File: config.mk
export PLATFORM = sky130hd
export DESIGN_NAME = csv_three_integer_parser_unit_flat
export DESIGN_NICKNAME = d
export VERILOG_FILES = /design/src/hdl/csv3_pkg.sv /design/src/hdl/csv3_in_if.sv /design/src/hdl/csv3_out_if.sv /design/src/hdl/csv3_parse_core.sv /design/src/hdl/csv3_three_integer_parser_unit.sv /design/src/flat_wrapper.sv
export SDC_FILE = /design/constraint.sdc
export NUM_CORES = 1
export LEC_CHECK = 0
export ABC_AREA = 0
export BUFFER_PORTS_ARGS = -buffer_cell sky130_fd_sc_hd__buf_2
export CAP_MARGIN = 10
export CORE_ASPECT_RATIO = 0.7
export CORE_UTILIZATION = 40
export CTS_CLUSTER_DIAMETER = 30
export CTS_CLUSTER_SIZE = 24
export DETAILED_ROUTE_END_ITERATION = 10
export GPL_ROUTABILITY_DRIVEN = 0
export PLACE_DENSITY_LB_ADDON = 0.3
export SLEW_MARGIN = 20
export SYNTH_ARGS = -nofsm -noshare
export SYNTH_HDL_FRONTEND = slang
export SYNTH_SLANG_ARGS = --single-unit
File: constraint.sdc
create_clock -name clk_i -period 8.35 [get_ports clk_i]
set_input_delay 0.835 -clock clk_i [delete_from_list [all_inputs] [get_ports clk_i]]
set_output_delay 0.835 -clock clk_i [all_outputs]
set_load 0.01 [all_outputs]
File: src/hdl/csv3_pkg.sv
`default_nettype none

package csv3_pkg;

  // Phases of the base-0 integer check on the second and third fields.
  typedef enum logic [3:0] {
    CK_LEAD   = 4'd0,
    CK_SIGN   = 4'd1,
    CK_ZERO   = 4'd2,
    CK_PREFIX = 4'd3,
    CK_OCT    = 4'd4,
    CK_DEC    = 4'd5,
    CK_HEX    = 4'd6,
    CK_TRAIL  = 4'd7,
    CK_BAD    = 4'd8
  } ck_phase_e;

  // Phases of the plain decimal reading.
  typedef enum logic [1:0] {
    DP_LEAD   = 2'd0,
    DP_SIGN   = 2'd1,
    DP_DIGITS = 2'd2,
    DP_DONE   = 2'd3
  } dec_phase_e;

  localparam logic [7:0]  CH_NUL    = 8'h00;
  localparam logic [7:0]  CH_COMMA  = 8'h2C;
  localparam logic [7:0]  CH_MINUS  = 8'h2D;
  localparam logic [7:0]  CH_PLUS   = 8'h2B;
  localparam logic [7:0]  CH_ZERO   = 8'h30;
  localparam logic [2:0]  TOK_LAST  = 3'd3;
  localparam logic [2:0]  TOK_OVER  = 3'd4;
  localparam logic [31:0] MAG_LIMIT = 32'h8000_0000;

  typedef struct packed {
    logic signed [31:0] temperature;
    logic signed [31:0] min_time;
    logic signed [31:0] max_time;
    logic               line_ok;
  } csv3_result_t;

endpackage

`default_nettype wire

File: src/hdl/csv3_in_if.sv
`default_nettype none

interface csv3_in_if;
  logic       valid;
  logic       ready;
  logic [7:0] ch;
  logic       end_of_line;

  modport source (output valid, output ch, output end_of_line, input ready);
  modport sink   (input valid, input ch, input end_of_line, output ready);
endinterface

`default_nettype wire

File: src/hdl/csv3_out_if.sv
`default_nettype none

interface csv3_out_if;
  logic               valid;
  logic               ready;
  logic signed [31:0] temperature;
  logic signed [31:0] min_time;
  logic signed [31:0] max_time;
  logic               line_ok;

  modport source (output valid, output temperature, output min_time, output max_time,
                  output line_ok, input ready);
  modport sink   (input valid, input temperature, input min_time, input max_time,
                  input line_ok, output ready);
endinterface

`default_nettype wire

File: src/hdl/csv3_parse_core.sv
`default_nettype none

module csv3_parse_core (
  input  logic                  clk_i,
  input  logic                  rst_ni,
  input  logic                  step_i,
  input  logic [7:0]            ch_i,
  input  logic                  eol_i,
  output csv3_pkg::csv3_result_t result_o,
  output logic                  result_valid_o
);
  import csv3_pkg::*;

  logic [2:0]  tok_q, tok_d;
  logic        in_tok_q, in_tok_d;
  ck_phase_e   ck_q, ck_d;
  dec_phase_e  dp_q, dp_d;
  logic        neg_q, neg_d;
  logic [31:0] acc_q, acc_d;
  logic [31:0] first_q, first_d;
  logic [31:0] second_q, second_d;
  logic        err_q, err_d;
  logic        ended_q, ended_d;
  logic        close_req;
  logic        line_ok;

  function automatic logic is_ws(input logic [7:0] c);
    return (c == 8'h20) || (c >= 8'h09 && c <= 8'h0D);
  endfunction

  function automatic logic is_dec(input logic [7:0] c);
    return c >= 8'h30 && c <= 8'h39;
  endfunction

  function automatic logic is_oct(input logic [7:0] c);
    return c >= 8'h30 && c <= 8'h37;
  endfunction

  function automatic logic is_hex(input logic [7:0] c);
    return is_dec(c) || (c >= 8'h61 && c <= 8'h66) || (c >= 8'h41 && c <= 8'h46);
  endfunction

  function automatic ck_phase_e next_check(input ck_phase_e p, input logic [7:0] c,
                                           input logic no_minus);
    ck_phase_e n;
    n = CK_BAD;
    case (p)
      CK_LEAD: begin
        if (is_ws(c)) n = CK_LEAD;
        else if (c == CH_MINUS) n = no_minus ? CK_BAD : CK_SIGN;
        else if (c == CH_PLUS) n = CK_SIGN;
        else if (c == CH_ZERO) n = CK_ZERO;
        else if (is_dec(c)) n = CK_DEC;
      end
      CK_SIGN: begin
        if (c == CH_ZERO) n = CK_ZERO;
        else if (is_dec(c)) n = CK_DEC;
      end
      CK_ZERO: begin
        if (c == 8'h78 || c == 8'h58) n = CK_PREFIX;
        else if (is_oct(c)) n = CK_OCT;
        else if (is_ws(c)) n = CK_TRAIL;
      end
      CK_PREFIX: begin
        if (is_hex(c)) n = CK_HEX;
      end
      CK_OCT: begin
        if (is_oct(c)) n = CK_OCT;
        else if (is_ws(c)) n = CK_TRAIL;
      end
      CK_DEC: begin
        if (is_dec(c)) n = CK_DEC;
        else if (is_ws(c)) n = CK_TRAIL;
      end
      CK_HEX: begin
        if (is_hex(c)) n = CK_HEX;
        else if (is_ws(c)) n = CK_TRAIL;
      end
      CK_TRAIL: begin
        if (is_ws(c)) n = CK_TRAIL;
      end
      default: n = CK_BAD;
    endcase
    return n;
  endfunction

  // The magnitude is held at 2^31 at most, which is enough to saturate either sign.
  function automatic logic [31:0] acc_step(input logic [31:0] acc, input logic [7:0] c);
    logic [35:0] t;
    t = ({4'd0, acc} << 3) + ({4'd0, acc} << 1) + {32'd0, c[3:0]};
    return (t > {4'd0, MAG_LIMIT}) ? MAG_LIMIT : t[31:0];
  endfunction

  function automatic logic [31:0] sat(input logic neg, input logic [31:0] acc);
    logic [31:0] v;
    if (neg) v = (acc >= MAG_LIMIT) ? MAG_LIMIT : (32'd0 - acc);
    else v = (acc >= MAG_LIMIT) ? (MAG_LIMIT - 32'd1) : acc;
    return v;
  endfunction

  always_comb begin
    tok_d     = tok_q;
    in_tok_d  = in_tok_q;
    ck_d      = ck_q;
    dp_d      = dp_q;
    neg_d     = neg_q;
    acc_d     = acc_q;
    first_d   = first_q;
    second_d  = second_q;
    err_d     = err_q;
    ended_d   = ended_q;
    close_req = 1'b0;

    if (!ended_q) begin
      if (ch_i == CH_NUL) begin
        ended_d   = 1'b1;
        close_req = in_tok_q;
      end else if (ch_i == CH_COMMA) begin
        close_req = in_tok_q;
      end else begin
        if (!in_tok_q) begin
          in_tok_d = 1'b1;
          if (tok_q >= TOK_LAST) begin
            tok_d = TOK_OVER;
            err_d = 1'b1;
          end else begin
            tok_d = tok_q + 3'd1;
            dp_d  = DP_LEAD;
            ck_d  = CK_LEAD;
            neg_d = 1'b0;
            acc_d = '0;
          end
        end
        if (tok_d >= 3'd1 && tok_d <= TOK_LAST) begin
          case (dp_d)
            DP_LEAD: begin
              if (is_ws(ch_i)) begin
                dp_d = DP_LEAD;
              end else if (ch_i == CH_PLUS) begin
                dp_d = DP_SIGN;
              end else if (ch_i == CH_MINUS) begin
                neg_d = 1'b1;
                dp_d  = DP_SIGN;
              end else if (is_dec(ch_i)) begin
                acc_d = {28'd0, ch_i[3:0]};
                dp_d  = DP_DIGITS;
              end else begin
                dp_d = DP_DONE;
              end
            end
            DP_SIGN: begin
              if (is_dec(ch_i)) begin
                acc_d = {28'd0, ch_i[3:0]};
                dp_d  = DP_DIGITS;
              end else begin
                dp_d = DP_DONE;
              end
            end
            DP_DIGITS: begin
              if (is_dec(ch_i)) acc_d = acc_step(acc_d, ch_i);
              else dp_d = DP_DONE;
            end
            default: dp_d = DP_DONE;
          endcase
          if (tok_d >= 3'd2) begin
            ck_d = next_check(ck_d, ch_i, tok_d == TOK_LAST);
            if (ck_d == CK_BAD) err_d = 1'b1;
          end
        end
      end
    end

    // The end of the line closes a token that is still open.
    if (eol_i && in_tok_d) close_req = 1'b1;

    if (close_req) begin
      in_tok_d = 1'b0;
      if (tok_d == 3'd1) begin
        first_d = sat(neg_d, acc_d);
      end else if (tok_d == 3'd2 || tok_d == TOK_LAST) begin
        if (ck_d == CK_LEAD || ck_d == CK_SIGN || ck_d == CK_PREFIX || ck_d == CK_BAD) begin
          err_d = 1'b1;
        end
        if (tok_d == 3'd2) second_d = sat(neg_d, acc_d);
      end
    end

    line_ok = !err_d && (tok_d == TOK_LAST);
    result_o.temperature = line_ok ? first_d : '0;
    result_o.min_time    = line_ok ? second_d : '0;
    result_o.max_time    = line_ok ? sat(neg_d, acc_d) : '0;
    result_o.line_ok     = line_ok;
  end

  assign result_valid_o = step_i && eol_i;

  always_ff @(posedge clk_i or negedge rst_ni) begin
    if (!rst_ni) begin
      tok_q    <= '0;
      in_tok_q <= 1'b0;
      ck_q     <= CK_LEAD;
      dp_q     <= DP_LEAD;
      neg_q    <= 1'b0;
      acc_q    <= '0;
      first_q  <= '0;
      second_q <= '0;
      err_q    <= 1'b0;
      ended_q  <= 1'b0;
    end else if (step_i) begin
      if (eol_i) begin
        tok_q    <= '0;
        in_tok_q <= 1'b0;
        ck_q     <= CK_LEAD;
        dp_q     <= DP_LEAD;
        neg_q    <= 1'b0;
        acc_q    <= '0;
        first_q  <= '0;
        second_q <= '0;
        err_q    <= 1'b0;
        ended_q  <= 1'b0;
      end else begin
        tok_q    <= tok_d;
        in_tok_q <= in_tok_d;
        ck_q     <= ck_d;
        dp_q     <= dp_d;
        neg_q    <= neg_d;
        acc_q    <= acc_d;
        first_q  <= first_d;
        second_q <= second_d;
        err_q    <= err_d;
        ended_q  <= ended_d;
      end
    end
  end

endmodule

`default_nettype wire

File: src/hdl/csv3_three_integer_parser_unit.sv
// Parser for one comma-separated text line that carries three integer fields.
// in_i takes one byte of the line per beat; end_of_line marks its last byte.
// out_o gives one beat per line: the decimal readings of the three fields,
// saturated to signed 32 bits, and line_ok. When line_ok is low the three
// values are zero. Bytes after a zero byte are ignored up to the end of line.
// Throughput is one byte per cycle except while a line's last byte waits for
// the result register. Each byte is first held in an input register and from
// there updates the line state; this update is the single stage of parsing
// logic. The step that takes a line's last byte loads the result register.
// While the result register is full and out_o is stalled, bytes that are not
// the last of a line still flow through; the last byte of the next line
// waits in the input register, and in_i.ready drops once that register is
// occupied by it.
// Reset (rst_ni low, asynchronous) empties both registers and clears the
// line state, so the next byte starts a new line.
`default_nettype none

module csv_three_integer_parser_unit (
  input  logic       clk_i,
  input  logic       rst_ni,
  csv3_in_if.sink    in_i,
  csv3_out_if.source out_o
);
  import csv3_pkg::*;

  logic         in_valid_q;
  logic [7:0]   ch_q;
  logic         eol_q;
  logic         res_valid_q;
  csv3_result_t result_q;
  csv3_result_t core_result;
  logic         core_valid;
  logic         res_free;
  logic         step;

  assign res_free   = !res_valid_q || out_o.ready;
  assign step       = in_valid_q && (!eol_q || res_free);
  assign in_i.ready = !in_valid_q || step;

  always_ff @(posedge clk_i or negedge rst_ni) begin
    if (!rst_ni) begin
      in_valid_q <= 1'b0;
    end else if (in_i.ready) begin
      in_valid_q <= in_i.valid;
    end
  end

  always_ff @(posedge clk_i) begin
    if (in_i.valid && in_i.ready) begin
      ch_q  <= in_i.ch;
      eol_q <= in_i.end_of_line;
    end
  end

  csv3_parse_core u_core (
    .clk_i          (clk_i),
    .rst_ni         (rst_ni),
    .step_i         (step),
    .ch_i           (ch_q),
    .eol_i          (eol_q),
    .result_o       (core_result),
    .result_valid_o (core_valid)
  );

  always_ff @(posedge clk_i or negedge rst_ni) begin
    if (!rst_ni) begin
      res_valid_q <= 1'b0;
    end else if (res_free) begin
      res_valid_q <= core_valid;
    end
  end

  always_ff @(posedge clk_i) begin
    if (core_valid) begin
      result_q <= core_result;
    end
  end

  assign out_o.valid       = res_valid_q;
  assign out_o.temperature = result_q.temperature;
  assign out_o.min_time    = result_q.min_time;
  assign out_o.max_time    = result_q.max_time;
  assign out_o.line_ok     = result_q.line_ok;

`ifndef SYNTHESIS
  a_last_byte_gives_result: assert property (@(posedge clk_i) disable iff (!rst_ni)
    step && eol_q |=> res_valid_q)
    else $error("last byte of a line did not load the result register");

  a_last_byte_waits: assert property (@(posedge clk_i) disable iff (!rst_ni)
    in_valid_q && eol_q && res_valid_q && !out_o.ready |-> !in_i.ready && !step)
    else $error("last byte advanced while the result register was stalled");

  a_failed_line_zero: assert property (@(posedge clk_i) disable iff (!rst_ni)
    out_o.valid && !out_o.line_ok |->
      out_o.temperature == 32'sd0 && out_o.min_time == 32'sd0 && out_o.max_time == 32'sd0)
    else $error("failed line carries nonzero field values");
`endif

endmodule

`default_nettype wire
File: src/flat_wrapper.sv
// flat-port wrapper written by rule: the top's interface ports become plain ports
module csv_three_integer_parser_unit_flat import csv3_pkg::*;
  (clk_i, rst_ni, in_i_valid, in_i_ch, in_i_end_of_line, in_i_ready, out_o_valid, out_o_temperature, out_o_min_time, out_o_max_time, out_o_line_ok, out_o_ready);
  csv3_in_if in_i_i ();
  csv3_out_if out_o_i ();
  input  logic clk_i;
  input  logic rst_ni;
  input wire logic [$bits(in_i_i.valid)-1:0] in_i_valid;
  input wire logic [$bits(in_i_i.ch)-1:0] in_i_ch;
  input wire logic [$bits(in_i_i.end_of_line)-1:0] in_i_end_of_line;
  output wire logic [$bits(in_i_i.ready)-1:0] in_i_ready;
  output wire logic [$bits(out_o_i.valid)-1:0] out_o_valid;
  output wire logic [$bits(out_o_i.temperature)-1:0] out_o_temperature;
  output wire logic [$bits(out_o_i.min_time)-1:0] out_o_min_time;
  output wire logic [$bits(out_o_i.max_time)-1:0] out_o_max_time;
  output wire logic [$bits(out_o_i.line_ok)-1:0] out_o_line_ok;
  input wire logic [$bits(out_o_i.ready)-1:0] out_o_ready;
  assign in_i_i.valid = in_i_valid;
  assign in_i_i.ch = in_i_ch;
  assign in_i_i.end_of_line = in_i_end_of_line;
  assign in_i_ready = in_i_i.ready;
  assign out_o_valid = out_o_i.valid;
  assign out_o_temperature = out_o_i.temperature;
  assign out_o_min_time = out_o_i.min_time;
  assign out_o_max_time = out_o_i.max_time;
  assign out_o_line_ok = out_o_i.line_ok;
  assign out_o_i.ready = out_o_ready;
  csv_three_integer_parser_unit u_core (.clk_i(clk_i), .rst_ni(rst_ni), .in_i(in_i_i), .out_o(out_o_i));
endmodule
==> flow_summary.ini <==
[floorplan]
die_h_um = 158
die_area_mm2 = 0.0356
horizontal_extent_of_the_die_um = 225
placeableCoreArea_mm2 = 0.0339
num_io_pins = 112
initial_core_utilization_pct = 41.1
placement_rows = 56

[layout]
n_fill_cell = 3240
syn_to_final_growth_pct = 15.7
post-route-cell-area_mm2 = 0.0161
finalNetCount = 1725
num_antenna_cells = 0
fraction_of_layout_cells_with_a_size_suffix_above_1_pct = 15.5
final_core_util_pct = 47.5
layout.cells.non_filler = 2129

[synthesis]
yosys-top-cells-count = 231 x sky130_fd_sc_hd__nand2_1, 142 x sky130_fd_sc_hd__nor2_1, 134 x sky130_fd_sc_hd__o21ai_0
post_synth_instance_area_mm2 = 0.0139
synth_most_common_cell = sky130_fd_sc_hd__nand2_1
leading_post_synthesis_cells_by_cell_area = sky130_fd_sc_hd__edfxtp_1 23%, sky130_fd_sc_hd__dfrtp_1 20%, sky130_fd_sc_hd__ha_1 6.3%
ys_seq_elements = 217
synthDistinctLibCells = 97
synth.yosys.warnings = 0
cell_accounting_for_the_most_synthesized_area = sky130_fd_sc_hd__edfxtp_1
share_of_flip_flops_with_an_asynchronous_set_or_reset_after_synthesis_pct = 51.2
synthesis.nets = 1635
yosysSeqAreaShare_pct = 42.8
synth.top_cell.area_share_pct = 22.8
syn_avg_cell_area_um2 = 8.99
yosys_most_used_dff = sky130_fd_sc_hd__dfrtp_1
cell_count_after_synthesis = 1550
synth_enable_flop_cells = 106

[clock_network]
clk_path_buf_depth = 3
worst_skew_pair.late_latency_ps = 570
clockRootBuffer = sky130_fd_sc_hd__clkbuf_16
number_of_buffers_created_by_cts = 31
clock_sinks = 217
cts_htree_levels = 1
tritoncts = built
clkTransAtPathRegs_ps = 60

[power]
leakagePower_uw = 0.00688
ir_worst_vdd_v = 0.000216
power-per-cell-area_mw_per_mm2 = 206

[drt]
drt-initial-drc-count = 1438
routed-via-count = 12591
final_antenna_net_count = 0
length_of_the_first_detailed_routing_pass_in_iterations = 6
drc = 0
post_drt_via_cell_ratio = 5.91
postRouteWirelength_um = 42400
wl_per_cell_um = 19.9

[placed_design]
area_of_placed_instances_mm2 = 0.0150
place.port_buffers = 111
post-place-cells = 2068
dp_hpwl_um = 30500

[worst_setup_path]
timing.critical_path.mode_cell = sky130_fd_sc_hd__ha_1
cp_data_arrival_time_ps = 8400
timing.critical_path.buf_inv = 3
critical_path_class = reg2reg
critPathTopFamily = compound AO/OA/AOI/OAI gates
timing.critical_path.required_ps = 8770
startpoint_type = register
endpoint_kind_of_the_worst_setup_timing_path = register
critical_path.slowest_cell = sky130_fd_sc_hd__o31ai_1
critical_path.max_stage_delay_ps = 570
cp_max_fo = 12

[hold_path]
hold_path_class = in2async

[global_routing]
grt.total_usage_pct = 23.2
grt_pass1_wl_um = 65500
globalRouteOverflowTotal = 0
grt_max_degree = 77
first_global_vias = 11669
antenna_violations_before_repair = 1

[sta]
finalWorstPathRequiredPeriod_ps = 7980
slew_violations = 0
tns_ps = 0
worstMarginPinSlew_ps = 1050
setup_viol = 0
relSlewSlack_pct = 30.0
clock_skew_ps = 19.8
crit_share_post_route_pct = 95.6
maxClockFrequency_ghz = 0.125
grt_setup_unrepaired = false
finalHoldViolCount = 0

[outcome]
status = finished clean

[job]
max-cap-violations = 0
[per-layer routing]
layer  vias to the layer above  part of all wire (%)  GRT usage [%]
met4                         0                   1.5           4.24
met2                       567                    42           33.7
met5                         -                     0              0
met1                      6088                    48           35.4
met3                        62                   9.3           4.34
li1                       5874                     -              -
[per-stage QoR]
step | hold slack (ps) | power [µW] | setup WS (ps)
after global routing | 383 | 3450 | 23.5
after CTS | 343 | 3290 | 116
final | 318 | 3320 | 366
after floorplan | 442 | 1740 | 1320
after global placement | 456 | 1950 | 494
after detailed placement | 462 | 1960 | 275
[layout make-up]
cell class / instances / area (µm²) / share of cell area [%]
clock buffer: 35 / 822 / 5.10
inverter: 32 / 120 / 0.745
clock inverter: 23 / 259 / 1.61
multi-input combinational: 1215 / 7580 / 47.0
sequential: 217 / 5960 / 37.0
timing repair buffer: 143 / 798 / 4.95
tap: 464 / 581 / 3.60
[flip-flops by register name, indices dropped and copies added (netlist names), 2 cells and up]
name	cells
u_core.u_core.ck_q	4
u_core.out_o.temperature	32
u_core.u_core.second_q	32
u_core.u_core.first_q	32
u_core.ch_q	8
u_core.out_o.max_time	32
u_core.u_core.tok_q	3
u_core.u_core.dp_q	2
u_core.out_o.min_time	32
u_core.u_core.acc_q	32
[path summary, 6_finish.rpt]
| kind | start | end | slack, ps | cells after the start |
|---|---|---|---|---|
| setup / recovery | u_core.u_core.tok_q[0] | u_core.u_core.second_q[24] | 370 | 26 |
| hold / removal | rst_ni | u_core.u_core.ck_q[0] | 320 | 1 |
| setup reg to reg | u_core.u_core.tok_q[0] | u_core.u_core.second_q[24] | 370 | 26 |
| hold reg to reg | u_core.u_core.first_q[25] | u_core.u_core.first_q[25] | 470 | 2 |
| max in group asynchronous | rst_ni | u_core.u_core.first_q[16] | 6720 | 2 |
| min in group clk_i | in_i_ch[2] | u_core.ch_q[2] | 450 | 1 |
[cell families after synthesis]
family                     Yosys count  share of synthesized area [%]
AOI/OAI and AO/OA                  486                           23.1
xor gates and xnor gates            34                           2.19
adders and majority gates           72                           6.57
buffers and inverters              120                           3.38
DFF                                217                           42.8
muxes                               14                           1.07
and+or+nand+nor                    607                           20.9
[placed cells by master, fill, tap and decap left out, drive strengths merged, types with 7 or more instances in the layout]
| master | n |
|---|---|
| nand2 | 233 |
| o21ai | 155 |
| nor2 | 143 |
| buf | 143 |
| a21oi | 114 |
| dfrtp | 111 |
| edfxtp | 106 |
| and2 | 80 |
| ha | 70 |
| inv | 40 |
| clkbuf | 35 |
| nand3 | 30 |
| a21o | 25 |
| a22o | 25 |
| nand4 | 18 |
| xnor2 | 18 |
| nor3 | 17 |
| xor2 | 16 |
| nor2b | 16 |
| a211oi | 16 |
| a31oi | 15 |
| a22oi | 15 |
| and3 | 14 |
| o21a | 13 |
| o31ai | 13 |
| clkinv | 12 |
| o221ai | 10 |
| mux2i | 10 |
| nor4 | 10 |
| o211ai | 9 |
| nand2b | 7 |
| a32oi | 7 |
| or4 | 7 |
| a2111oi | 7 |
[timing repair]
item / in CTS / in global routing
resized for setup: 0 / 7
hold endpoints to repair: 0 / 0
setup endpoints to repair: 0 / 38
hold buffers: 0 / 0
setup buffers: 0 / 1
[report_power, final]
part           leakage (µW)  internal (µW)  switching [µW]
Combinational       0.00379            208             522
Sequential          0.00256           1190            63.7
Clock              0.000528            795             539
(Power assumes the default switching activity.)
